### src/design/wfcf_pkg.sv
// Package for the frame capture filter: payload structs, config struct,
// register indexes, frame kind codes and arithmetic constants.
// No dependencies.
`default_nettype none

package wfcf_pkg;

  localparam int unsigned AddrW  = 48;
  localparam int unsigned CntW   = 10;
  localparam int unsigned SnapW  = 16;
  localparam int unsigned LenW   = 12;
  localparam int unsigned SecW   = 13;
  localparam int unsigned TimeW  = 32;
  localparam int unsigned CfgIdxW = 3;

  localparam int unsigned FifoDepth = 4;

  // Register indexes on the config port
  localparam logic [CfgIdxW-1:0] CfgTargetBssid   = 3'd0;
  localparam logic [CfgIdxW-1:0] CfgEapolLimit    = 3'd1;
  localparam logic [CfgIdxW-1:0] CfgBeaconLimit   = 3'd2;
  localparam logic [CfgIdxW-1:0] CfgProbeRespLimit = 3'd3;
  localparam logic [CfgIdxW-1:0] CfgSnapLength    = 3'd4;

  // Frame kind codes
  localparam logic [1:0] KindEapol     = 2'd0;
  localparam logic [1:0] KindBeacon    = 2'd1;
  localparam logic [1:0] KindProbeResp = 2'd2;

  // Frame-control and ethertype bytes
  localparam logic [7:0] FcBeacon    = 8'h80;
  localparam logic [7:0] FcProbeResp = 8'h50;
  localparam logic [7:0] EthHi       = 8'h88;
  localparam logic [7:0] EthLo       = 8'h8e;
  localparam logic [LenW-1:0] FcsLen = 12'd4;

  // now / 1e6 == (now * SecRecip) >> SecShift for every 32-bit now
  localparam int unsigned RecipW   = 31;
  localparam int unsigned ProdW    = TimeW + RecipW;
  localparam int unsigned SecShift = 50;
  localparam logic [RecipW-1:0] SecRecip = 31'd1125899907;

  typedef struct packed {
    logic             mode;
    logic [7:0]       frame_control;
    logic [AddrW-1:0] addr_one;
    logic [AddrW-1:0] addr_two;
    logic [AddrW-1:0] addr_three;
    logic [31:0]      ethertype_window;
    logic [LenW-1:0]  signal_length;
    logic             is_management;
    logic [TimeW-1:0] now_us;
  } in_item_t;

  typedef struct packed {
    logic             captured;
    logic [1:0]       frame_kind;
    logic [SecW-1:0]  capture_seconds;
    logic [TimeW-1:0] elapsed_us;
    logic [LenW-1:0]  original_length;
    logic [LenW-1:0]  included_length;
  } out_item_t;

  typedef struct packed {
    logic [AddrW-1:0] target_bssid;
    logic [CntW-1:0]  eapol_limit;
    logic [CntW-1:0]  beacon_limit;
    logic [CntW-1:0]  probe_resp_limit;
    logic [SnapW-1:0] snap_length;
  } cfg_t;

  // Classified item handed from front to back
  typedef struct packed {
    logic             clear;
    logic             hit;
    logic [1:0]       kind;
    logic [SecW-1:0]  seconds;
    logic [TimeW-1:0] now;
    logic [LenW-1:0]  olen;
    logic [LenW-1:0]  ilen;
  } fwd_t;

endpackage

`default_nettype wire

### src/design/wfcf_front.sv
// Front of the capture filter: classifies one frame header, matches the BSSID,
// computes lengths and seconds. Depends on wfcf_pkg.
`default_nettype none

module wfcf_front (
  input  wire  wfcf_pkg::in_item_t item_i,
  input  wire  wfcf_pkg::cfg_t     cfg_i,
  output wfcf_pkg::fwd_t           fwd_o
);

  logic [7:0] b0, b1, b2, b3;
  logic       has_eth;
  logic       kind_ok;
  logic [1:0] kind;
  logic       bssid_hit;
  logic [wfcf_pkg::LenW-1:0] olen;
  logic [wfcf_pkg::LenW-1:0] ilen;
  logic [wfcf_pkg::ProdW-1:0] prod;

  // Look for the ethertype at any of three offsets
  assign b0 = item_i.ethertype_window[31:24];
  assign b1 = item_i.ethertype_window[23:16];
  assign b2 = item_i.ethertype_window[15:8];
  assign b3 = item_i.ethertype_window[7:0];
  assign has_eth = (b0 == wfcf_pkg::EthHi && b1 == wfcf_pkg::EthLo) ||
                   (b1 == wfcf_pkg::EthHi && b2 == wfcf_pkg::EthLo) ||
                   (b2 == wfcf_pkg::EthHi && b3 == wfcf_pkg::EthLo);

  // Classify; EAPOL wins over the frame-control byte
  always_comb begin
    kind_ok = 1'b1;
    kind    = wfcf_pkg::KindEapol;
    priority if (has_eth) begin
      kind = wfcf_pkg::KindEapol;
    end else if (item_i.frame_control == wfcf_pkg::FcBeacon) begin
      kind = wfcf_pkg::KindBeacon;
    end else if (item_i.frame_control == wfcf_pkg::FcProbeResp) begin
      kind = wfcf_pkg::KindProbeResp;
    end else begin
      kind_ok = 1'b0;
    end
  end

  assign bssid_hit = (item_i.addr_one   == cfg_i.target_bssid) ||
                     (item_i.addr_two   == cfg_i.target_bssid) ||
                     (item_i.addr_three == cfg_i.target_bssid);

  // Drop the FCS on management frames, floor at zero, then snap-clamp
  always_comb begin
    olen = item_i.signal_length;
    if (item_i.is_management) begin
      olen = (item_i.signal_length >= wfcf_pkg::FcsLen) ?
             item_i.signal_length - wfcf_pkg::FcsLen : '0;
    end
    ilen = olen;
    if (wfcf_pkg::SnapW'(olen) > cfg_i.snap_length) begin
      ilen = cfg_i.snap_length[wfcf_pkg::LenW-1:0];
    end
  end

  // Seconds by reciprocal multiply; the queue registers the product slice
  assign prod = wfcf_pkg::ProdW'(item_i.now_us) * wfcf_pkg::ProdW'(wfcf_pkg::SecRecip);

  always_comb begin
    fwd_o.clear   = item_i.mode;
    fwd_o.hit     = !item_i.mode && kind_ok && bssid_hit;
    fwd_o.kind    = kind;
    fwd_o.seconds = prod[wfcf_pkg::SecShift +: wfcf_pkg::SecW];
    fwd_o.now     = item_i.now_us;
    fwd_o.olen    = olen;
    fwd_o.ilen    = ilen;
  end

endmodule

`default_nettype wire

### src/design/wfcf_fifo.sv
// Short queue of classified items between front and back of the filter.
// Depends on wfcf_pkg.
`default_nettype none

module wfcf_fifo #(
  parameter int unsigned Depth = wfcf_pkg::FifoDepth
) (
  input  wire                  clk_i,
  input  wire                  rst_ni,
  input  wire                  push_i,
  input  wire  wfcf_pkg::fwd_t wr_data_i,
  output logic                 full_o,
  input  wire                  pop_i,
  output logic                 rd_valid_o,
  output wfcf_pkg::fwd_t       rd_data_o
);

  localparam int unsigned PtrW = (Depth > 1) ? $clog2(Depth) : 1;
  localparam int unsigned CntW = $clog2(Depth + 1);
  localparam logic [PtrW-1:0] LastPtr = PtrW'(Depth - 1);

  wfcf_pkg::fwd_t entries_q [Depth];
  logic [PtrW-1:0] wr_ptr_q, wr_ptr_d;
  logic [PtrW-1:0] rd_ptr_q, rd_ptr_d;
  logic [CntW-1:0] cnt_q, cnt_d;
  logic do_push, do_pop;

  assign full_o     = (cnt_q == CntW'(Depth));
  assign rd_valid_o = (cnt_q != '0);
  assign rd_data_o  = entries_q[rd_ptr_q];
  assign do_push    = push_i && !full_o;
  assign do_pop     = pop_i && rd_valid_o;

  // Advance pointers with wrap and track the fill count
  always_comb begin
    wr_ptr_d = wr_ptr_q;
    rd_ptr_d = rd_ptr_q;
    cnt_d    = cnt_q;
    if (do_push) begin
      wr_ptr_d = (wr_ptr_q == LastPtr) ? '0 : wr_ptr_q + 1'b1;
    end
    if (do_pop) begin
      rd_ptr_d = (rd_ptr_q == LastPtr) ? '0 : rd_ptr_q + 1'b1;
    end
    if (do_push && !do_pop) begin
      cnt_d = cnt_q + 1'b1;
    end else if (!do_push && do_pop) begin
      cnt_d = cnt_q - 1'b1;
    end
  end

  always_ff @(posedge clk_i or negedge rst_ni) begin
    if (!rst_ni) begin
      wr_ptr_q <= '0;
      rd_ptr_q <= '0;
      cnt_q    <= '0;
    end else begin
      wr_ptr_q <= wr_ptr_d;
      rd_ptr_q <= rd_ptr_d;
      cnt_q    <= cnt_d;
    end
  end

  // Store the pushed item
  always_ff @(posedge clk_i) begin
    if (do_push) begin
      entries_q[wr_ptr_q] <= wr_data_i;
    end
  end

endmodule

`default_nettype wire

### src/design/wfcf_back.sv
// Back of the capture filter: applies per-kind limits, updates counters and
// start time, and holds the result in an output register. Depends on wfcf_pkg.
`default_nettype none

module wfcf_back (
  input  wire                     clk_i,
  input  wire                     rst_ni,
  input  wire  wfcf_pkg::cfg_t    cfg_i,
  input  wire                     fwd_valid_i,
  input  wire  wfcf_pkg::fwd_t    fwd_i,
  output logic                    fwd_pop_o,
  output logic                    out_valid_o,
  input  wire                     out_stall_i,
  output wfcf_pkg::out_item_t     out_data_o
);

  logic [wfcf_pkg::CntW-1:0]  eapol_cnt_q, eapol_cnt_d;
  logic [wfcf_pkg::CntW-1:0]  beacon_cnt_q, beacon_cnt_d;
  logic [wfcf_pkg::CntW-1:0]  probe_cnt_q, probe_cnt_d;
  logic [wfcf_pkg::TimeW-1:0] start_q, start_d;
  logic                       out_valid_q, out_valid_d;
  wfcf_pkg::out_item_t        out_q, res;
  logic first, under, take;

  // Take the next item whenever the output register is free or draining
  assign fwd_pop_o = fwd_valid_i && (!out_valid_q || !out_stall_i);

  assign first = (eapol_cnt_q == '0) && (beacon_cnt_q == '0) && (probe_cnt_q == '0);

  always_comb begin
    unique case (fwd_i.kind)
      wfcf_pkg::KindEapol:     under = eapol_cnt_q < cfg_i.eapol_limit;
      wfcf_pkg::KindBeacon:    under = beacon_cnt_q < cfg_i.beacon_limit;
      wfcf_pkg::KindProbeResp: under = probe_cnt_q < cfg_i.probe_resp_limit;
      default:                 under = 1'b0;
    endcase
  end

  assign take = fwd_i.hit && under;

  // Update counters and start time on each popped item
  always_comb begin
    eapol_cnt_d  = eapol_cnt_q;
    beacon_cnt_d = beacon_cnt_q;
    probe_cnt_d  = probe_cnt_q;
    start_d      = start_q;
    if (fwd_pop_o) begin
      if (fwd_i.clear) begin
        eapol_cnt_d  = '0;
        beacon_cnt_d = '0;
        probe_cnt_d  = '0;
        start_d      = '0;
      end else if (take) begin
        unique case (fwd_i.kind)
          wfcf_pkg::KindEapol:     eapol_cnt_d  = eapol_cnt_q + 1'b1;
          wfcf_pkg::KindBeacon:    beacon_cnt_d = beacon_cnt_q + 1'b1;
          wfcf_pkg::KindProbeResp: probe_cnt_d  = probe_cnt_q + 1'b1;
          default: ;
        endcase
        if (first) begin
          start_d = fwd_i.now;
        end
      end
    end
  end

  // Build the result; anything not captured reports all zero
  always_comb begin
    res = '0;
    if (take && !fwd_i.clear) begin
      res.captured        = 1'b1;
      res.frame_kind      = fwd_i.kind;
      res.capture_seconds = fwd_i.seconds;
      res.elapsed_us      = first ? '0 : fwd_i.now - start_q;
      res.original_length = fwd_i.olen;
      res.included_length = fwd_i.ilen;
    end
  end

  always_comb begin
    out_valid_d = out_valid_q;
    if (fwd_pop_o) begin
      out_valid_d = 1'b1;
    end else if (!out_stall_i) begin
      out_valid_d = 1'b0;
    end
  end

  always_ff @(posedge clk_i or negedge rst_ni) begin
    if (!rst_ni) begin
      eapol_cnt_q  <= '0;
      beacon_cnt_q <= '0;
      probe_cnt_q  <= '0;
      start_q      <= '0;
      out_valid_q  <= 1'b0;
    end else begin
      eapol_cnt_q  <= eapol_cnt_d;
      beacon_cnt_q <= beacon_cnt_d;
      probe_cnt_q  <= probe_cnt_d;
      start_q      <= start_d;
      out_valid_q  <= out_valid_d;
    end
  end

  // Hold the result until it is taken
  always_ff @(posedge clk_i) begin
    if (fwd_pop_o) begin
      out_q <= res;
    end
  end

  assign out_valid_o = out_valid_q;
  assign out_data_o  = out_q;

endmodule

`default_nettype wire

### src/design/wifi_frame_capture_filter.sv
// Path: an accepted item is written into the queue, then moved into the output
// register when that register is free or its result is being taken.
// Throughput: one item per cycle unless the queue is full or the output is stalled.
// Reset: counters and start time clear, config registers take their reset
// values (BSSID 0, limits 1023, snap length 65535), queue and output empty.
// Top level of the frame capture filter; depends on wfcf_pkg, wfcf_front,
// wfcf_fifo and wfcf_back.
`default_nettype none

module wifi_frame_capture_filter #(
  parameter int unsigned FifoDepth = wfcf_pkg::FifoDepth
) (
  input  wire                               clk_i,
  input  wire                               rst_ni,
  input  wire                               in_valid_i,
  output logic                              in_stall_o,
  input  wire  wfcf_pkg::in_item_t          in_data_i,
  output logic                              out_valid_o,
  input  wire                               out_stall_i,
  output wfcf_pkg::out_item_t               out_data_o,
  input  wire                               cfg_valid_i,
  output logic                              cfg_ready_o,
  input  wire  [wfcf_pkg::CfgIdxW-1:0]      cfg_index_i,
  input  wire  [wfcf_pkg::AddrW-1:0]        cfg_data_i
);

  wfcf_pkg::cfg_t cfg_q;
  wfcf_pkg::fwd_t fwd_in, fwd_out;
  logic full, fwd_valid, fwd_pop;

  assign cfg_ready_o = 1'b1;

  // Config registers
  always_ff @(posedge clk_i or negedge rst_ni) begin
    if (!rst_ni) begin
      cfg_q.target_bssid     <= '0;
      cfg_q.eapol_limit      <= '1;
      cfg_q.beacon_limit     <= '1;
      cfg_q.probe_resp_limit <= '1;
      cfg_q.snap_length      <= '1;
    end else if (cfg_valid_i) begin
      unique case (cfg_index_i)
        wfcf_pkg::CfgTargetBssid:    cfg_q.target_bssid     <= cfg_data_i;
        wfcf_pkg::CfgEapolLimit:     cfg_q.eapol_limit      <= cfg_data_i[wfcf_pkg::CntW-1:0];
        wfcf_pkg::CfgBeaconLimit:    cfg_q.beacon_limit     <= cfg_data_i[wfcf_pkg::CntW-1:0];
        wfcf_pkg::CfgProbeRespLimit: cfg_q.probe_resp_limit <= cfg_data_i[wfcf_pkg::CntW-1:0];
        wfcf_pkg::CfgSnapLength:     cfg_q.snap_length      <= cfg_data_i[wfcf_pkg::SnapW-1:0];
        default: ;
      endcase
    end
  end

  assign in_stall_o = full;

  wfcf_front u_front (
    .item_i (in_data_i),
    .cfg_i  (cfg_q),
    .fwd_o  (fwd_in)
  );

  wfcf_fifo #(
    .Depth (FifoDepth)
  ) u_fifo (
    .clk_i      (clk_i),
    .rst_ni     (rst_ni),
    .push_i     (in_valid_i),
    .wr_data_i  (fwd_in),
    .full_o     (full),
    .pop_i      (fwd_pop),
    .rd_valid_o (fwd_valid),
    .rd_data_o  (fwd_out)
  );

  wfcf_back u_back (
    .clk_i       (clk_i),
    .rst_ni      (rst_ni),
    .cfg_i       (cfg_q),
    .fwd_valid_i (fwd_valid),
    .fwd_i       (fwd_out),
    .fwd_pop_o   (fwd_pop),
    .out_valid_o (out_valid_o),
    .out_stall_i (out_stall_i),
    .out_data_o  (out_data_o)
  );

endmodule

`default_nettype wire

### config.mk
export PLATFORM = sky130hd
export DESIGN_NAME = wifi_frame_capture_filter
export DESIGN_NICKNAME = d
export VERILOG_FILES = /design/src/design/wfcf_pkg.sv /design/src/design/wfcf_front.sv /design/src/design/wfcf_fifo.sv /design/src/design/wfcf_back.sv /design/src/design/wifi_frame_capture_filter.sv
export SDC_FILE = /design/constraint.sdc
export NUM_CORES = 2
export LEC_CHECK = 0
export BUFFER_PORTS_ARGS = -buffer_cell sky130_fd_sc_hd__buf_2
export CORE_MARGIN = 2
export CORE_UTILIZATION = 25
export CTS_BUF_LIST = sky130_fd_sc_hd__clkbuf_16
export DETAILED_ROUTE_END_ITERATION = 6
export GPL_ROUTABILITY_DRIVEN = 0
export SYNTH_ARGS = -nofsm -noshare
export SYNTH_HDL_FRONTEND = slang
export SYNTH_SLANG_ARGS = --single-unit
### constraint.sdc
create_clock -name clk_i -period 11 [get_ports clk_i]
set_input_delay 2.2 -clock clk_i [delete_from_list [all_inputs] [get_ports clk_i]]
set_output_delay 2.2 -clock clk_i [all_outputs]
set_load 0.01 [all_outputs]
==> results.txt <==
- Pins over their slew limit: 0
* # port buffers: 359
- Nets in the synthesized netlist: 4392
- Max cap viols: 0
- Area of the core: 160900 sq um
- Filler instances: 16380
- Predominant post-synthesis flop cell: sky130_fd_sc_hd__edfxtp_1
- Worst Path Max Fanout: 11
- In the final layout, the multi-input gates occupy 23180 sq um.
* Crit Path Category: in -> reg
- Average vias per placed instance: 4.581
- Wire length reported by the detailed router: 130100 um
- Yosys printed 0 warnings.
* Vert. Die Dim: 406.9 um
* Overall overflow remaining after global route: 0
- Final core occ: 29.42%
- Hold buffers post-CTS: 0
- In this run, CTS created clock tree buffers numbering 68.
- Effective utilization at floorplan: 25.21%
- Placed cell area: 45090 sq um
* Total half-perimeter wirelength after legalization and detailed placement: 101900 um
- For this run, the detailed router's first-pass iteration total came to 5.
- In this run, synthesis produced a sequential element count of 528.
- Area share of the largest cell type after synthesis: 26.94%
- Worst clock skew: 0.04739 ns
* First-pass GRT wire length: 188200 um
* Total number of H-tree levels: 3
- Area of all placed cells without fillers: 47350 sq um
- Post-synth top area cell: sky130_fd_sc_hd__edfxtp_1
* Clock tree buffer depth: 3
- STA classifies the critical path startpoint as an input port.
- For the pin with the worst max-slew slack, the measured transition is 1.352 ns.
* Most frequent cells after synthesis: sky130_fd_sc_hd__inv_1, sky130_fd_sc_hd__ha_1, sky130_fd_sc_hd__fa_1
- Layout overhead on the synthesized area: 16.71%
* Critical path data required time: 11.35 ns
- Headroom to the max-slew limit came out at 9.037%.
* Clock sinks: 528
- FMAX: 107.2 MHz
- After layout, the minimum clock period comes to 9.325 ns.
- Final hold viol count: 0
- Setup repair after global routing left no endpoint under its margin.
- Total via count in the routed design: 27000
- Cells with a size suffix above 1 make up 19.29% of the layout.
* Setup violators final: 0
* Cells taking the most area after synthesis: sky130_fd_sc_hd__edfxtp_1, sky130_fd_sc_hd__fa_1, sky130_fd_sc_hd__ha_1, sky130_fd_sc_hd__dfrtp_1, sky130_fd_sc_hd__inv_1
- The average instance in the mapped netlist occupies 12.37 sq um.
- Total die area: 165500 sq um
- Root Driver: sky130_fd_sc_hd__clkbuf_16
- The synthesized design contains 364 enable-type register cells.
- Setup slack on the worst reg-to-reg path comes out at 6.29 ns.
- Sequential-to-total area share from yosys stat: 37.20%
- Total of cells resized after clock tree synthesis: 0
- Dividing the detail-routed wire length by the instance count gives 22.07 um.
- I/O pins: 361
- Placement row count: 147
- The path class of the tightest hold or removal check is reg -> reg.
- The worst setup path is captured at a register.
- Maximum number of pins on one net before global-route repair: 62
* Result of the run: completed
- Clock latency on the worst-skew pair, taken at its later pin, is 0.68 ns.
- For this run, design rule violations remaining after detail routing come to 0.
- FFs w/ async S/R, synth: 31.06%
- Critical Path AT: 9.67 ns
- Via count of the first global-routing pass: 28230
- CTS tree: built
- Total area of sequential cells: 15100 sq um
- sky130_fd_sc_hd__inv_1 is the most common cell in the netlist.
- Yosys cell types: 74
- Final clock period utilization by the worst path: 84.77%
- After the last flow step, the layout net total stands at 4792.
* Final setup TNS: 0 ns
- DRT antenna net count: 0
- The initial antenna violation count is 2.
- Clock slew seen by the registers of the worst setup and hold paths: 0.06 ns
* Overall track demand over capacity in global routing: 15.59%
- Counting every instance in the synthesized netlist gives 3279.
* Initial DRC count: 1789
* Cell area after technology mapping: 40570 sq um
* Total setup buffers inserted after CTS: 0
* X dimension of the die: 406.9 um
-- cell families (layout without fill, tap and decap cells) --
logic type | Yosys count | in the layout | synth area share (%)
buf+inv | 612 | 1066 | 5.748
simple gates | 529 | 529 | 7.003
other cells | 1 | 2 | 0.009242
flops | 528 | 528 | 37.20
mux | 163 | 163 | 6.457
compound gates | 406 | 406 | 6.639
fa+ha+maj | 827 | 827 | 32.35
xor+xnor | 213 | 213 | 4.598
-- flip-flops by register name, indices dropped and copies added, names as in the netlist --
signal and cells:
u_fifo.entries_q 292, u_back.out_data_o 72, u_back.probe_cnt_q 10, u_fifo.wr_ptr_q 2, u_back.out_valid_o 1, u_fifo.rd_ptr_q 2, cfg_q 94, u_fifo.cnt_q 3
u_back.eapol_cnt_q 10, u_back.start_q 32, u_back.beacon_cnt_q 10
-- per-layer routing --
| layer | global-route usage, % | part of all wire, % |
|---|---|---|
| met1 | 18.82 | 41 |
| met2 | 27.18 | 49 |
| met3 | 3.286 | 6.1 |
| met4 | 5.744 | 4.1 |
| met5 | 0 | 0 |
-- stage by stage --
step	hold slack, ns	setup slack, ns	std cells
floorplan	0.4560	2.147	3279
global placement	0.4727	1.248	5769
detailed placement	0.4765	1.038	5769
CTS	0.4914	1.724	5893
global route	0.5150	1.240	5893
finish	0.4864	1.675	5894
-- worst paths after layout --
kind,from,end,cells after the start
setup / recovery,in_data_i[20],u_fifo.entries_q[0][68],24
hold / removal,u_fifo.cnt_q[2],u_fifo.cnt_q[2],1
setup reg to reg,u_fifo.rd_ptr_q[0],u_back.out_data_o[27],9
hold reg to reg,u_fifo.cnt_q[2],u_fifo.cnt_q[2],1
max in group asynchronous,rst_ni,u_fifo.rd_ptr_q[0],2
min in group asynchronous,rst_ni,cfg_q[87],1
-- placed cells by master, fill, tap and decap left out, types with 18 or more instances in the layout --
master / count
sky130_fd_sc_hd__a21o_1: 46
sky130_fd_sc_hd__nand2b_1: 18
sky130_fd_sc_hd__inv_1: 563
sky130_fd_sc_hd__nor2b_1: 53
sky130_fd_sc_hd__mux4_2: 71
sky130_fd_sc_hd__dfrtp_1: 116
sky130_fd_sc_hd__nand2_1: 115
sky130_fd_sc_hd__nand4_1: 34
sky130_fd_sc_hd__xor2_1: 183
sky130_fd_sc_hd__dfstp_2: 46
sky130_fd_sc_hd__nor2_1: 78
sky130_fd_sc_hd__ha_1: 457
sky130_fd_sc_hd__mux2_2: 80
sky130_fd_sc_hd__nand3_1: 50
sky130_fd_sc_hd__buf_2: 358
sky130_fd_sc_hd__clkbuf_16: 70
sky130_fd_sc_hd__fa_1: 370
sky130_fd_sc_hd__a211oi_1: 18
sky130_fd_sc_hd__xnor2_1: 30
sky130_fd_sc_hd__a21oi_1: 88
sky130_fd_sc_hd__nor4_1: 48
sky130_fd_sc_hd__nor3_1: 30
sky130_fd_sc_hd__edfxtp_1: 364
sky130_fd_sc_hd__o21ai_0: 95
sky130_fd_sc_hd__a22o_1: 32
sky130_fd_sc_hd__buf_4: 30
-- final cells by class --
type,instances,share of cell area [%]
clock inverter,54,1.075
tap,2160,5.707
multi-input combinational,2139,48.95
antenna,1,0.005285
clock buffer,70,3.699
timing repair buffer,389,4.283
sequential,528,31.89
inverter,553,4.389
-- worst max-delay path: stages --
cell and delay [ns]:
sky130_fd_sc_hd__buf_2 0.25, sky130_fd_sc_hd__inv_1 0.20, sky130_fd_sc_hd__fa_1 0.57, sky130_fd_sc_hd__inv_1 0.05, sky130_fd_sc_hd__fa_1 0.49, sky130_fd_sc_hd__inv_1 0.06, sky130_fd_sc_hd__fa_1 0.51, sky130_fd_sc_hd__fa_1 0.53
sky130_fd_sc_hd__inv_1 0.06, sky130_fd_sc_hd__fa_1 0.56, sky130_fd_sc_hd__fa_1 0.44, sky130_fd_sc_hd__fa_1 0.50, sky130_fd_sc_hd__inv_1 0.06, sky130_fd_sc_hd__fa_1 0.50, sky130_fd_sc_hd__inv_1 0.04, sky130_fd_sc_hd__ha_1 0.33
sky130_fd_sc_hd__nand4_1 0.16, sky130_fd_sc_hd__nor4_1 0.40, sky130_fd_sc_hd__and4_1 0.28, sky130_fd_sc_hd__nand3_1 0.09, sky130_fd_sc_hd__a211o_1 0.31, sky130_fd_sc_hd__nand2_1 0.26, sky130_fd_sc_hd__a21oi_1 0.17, sky130_fd_sc_hd__o311ai_0 0.64
Power is left out: the tool's default activity adds up to more than one toggle a clock period on the data nets, which glitch-free logic cannot reach.
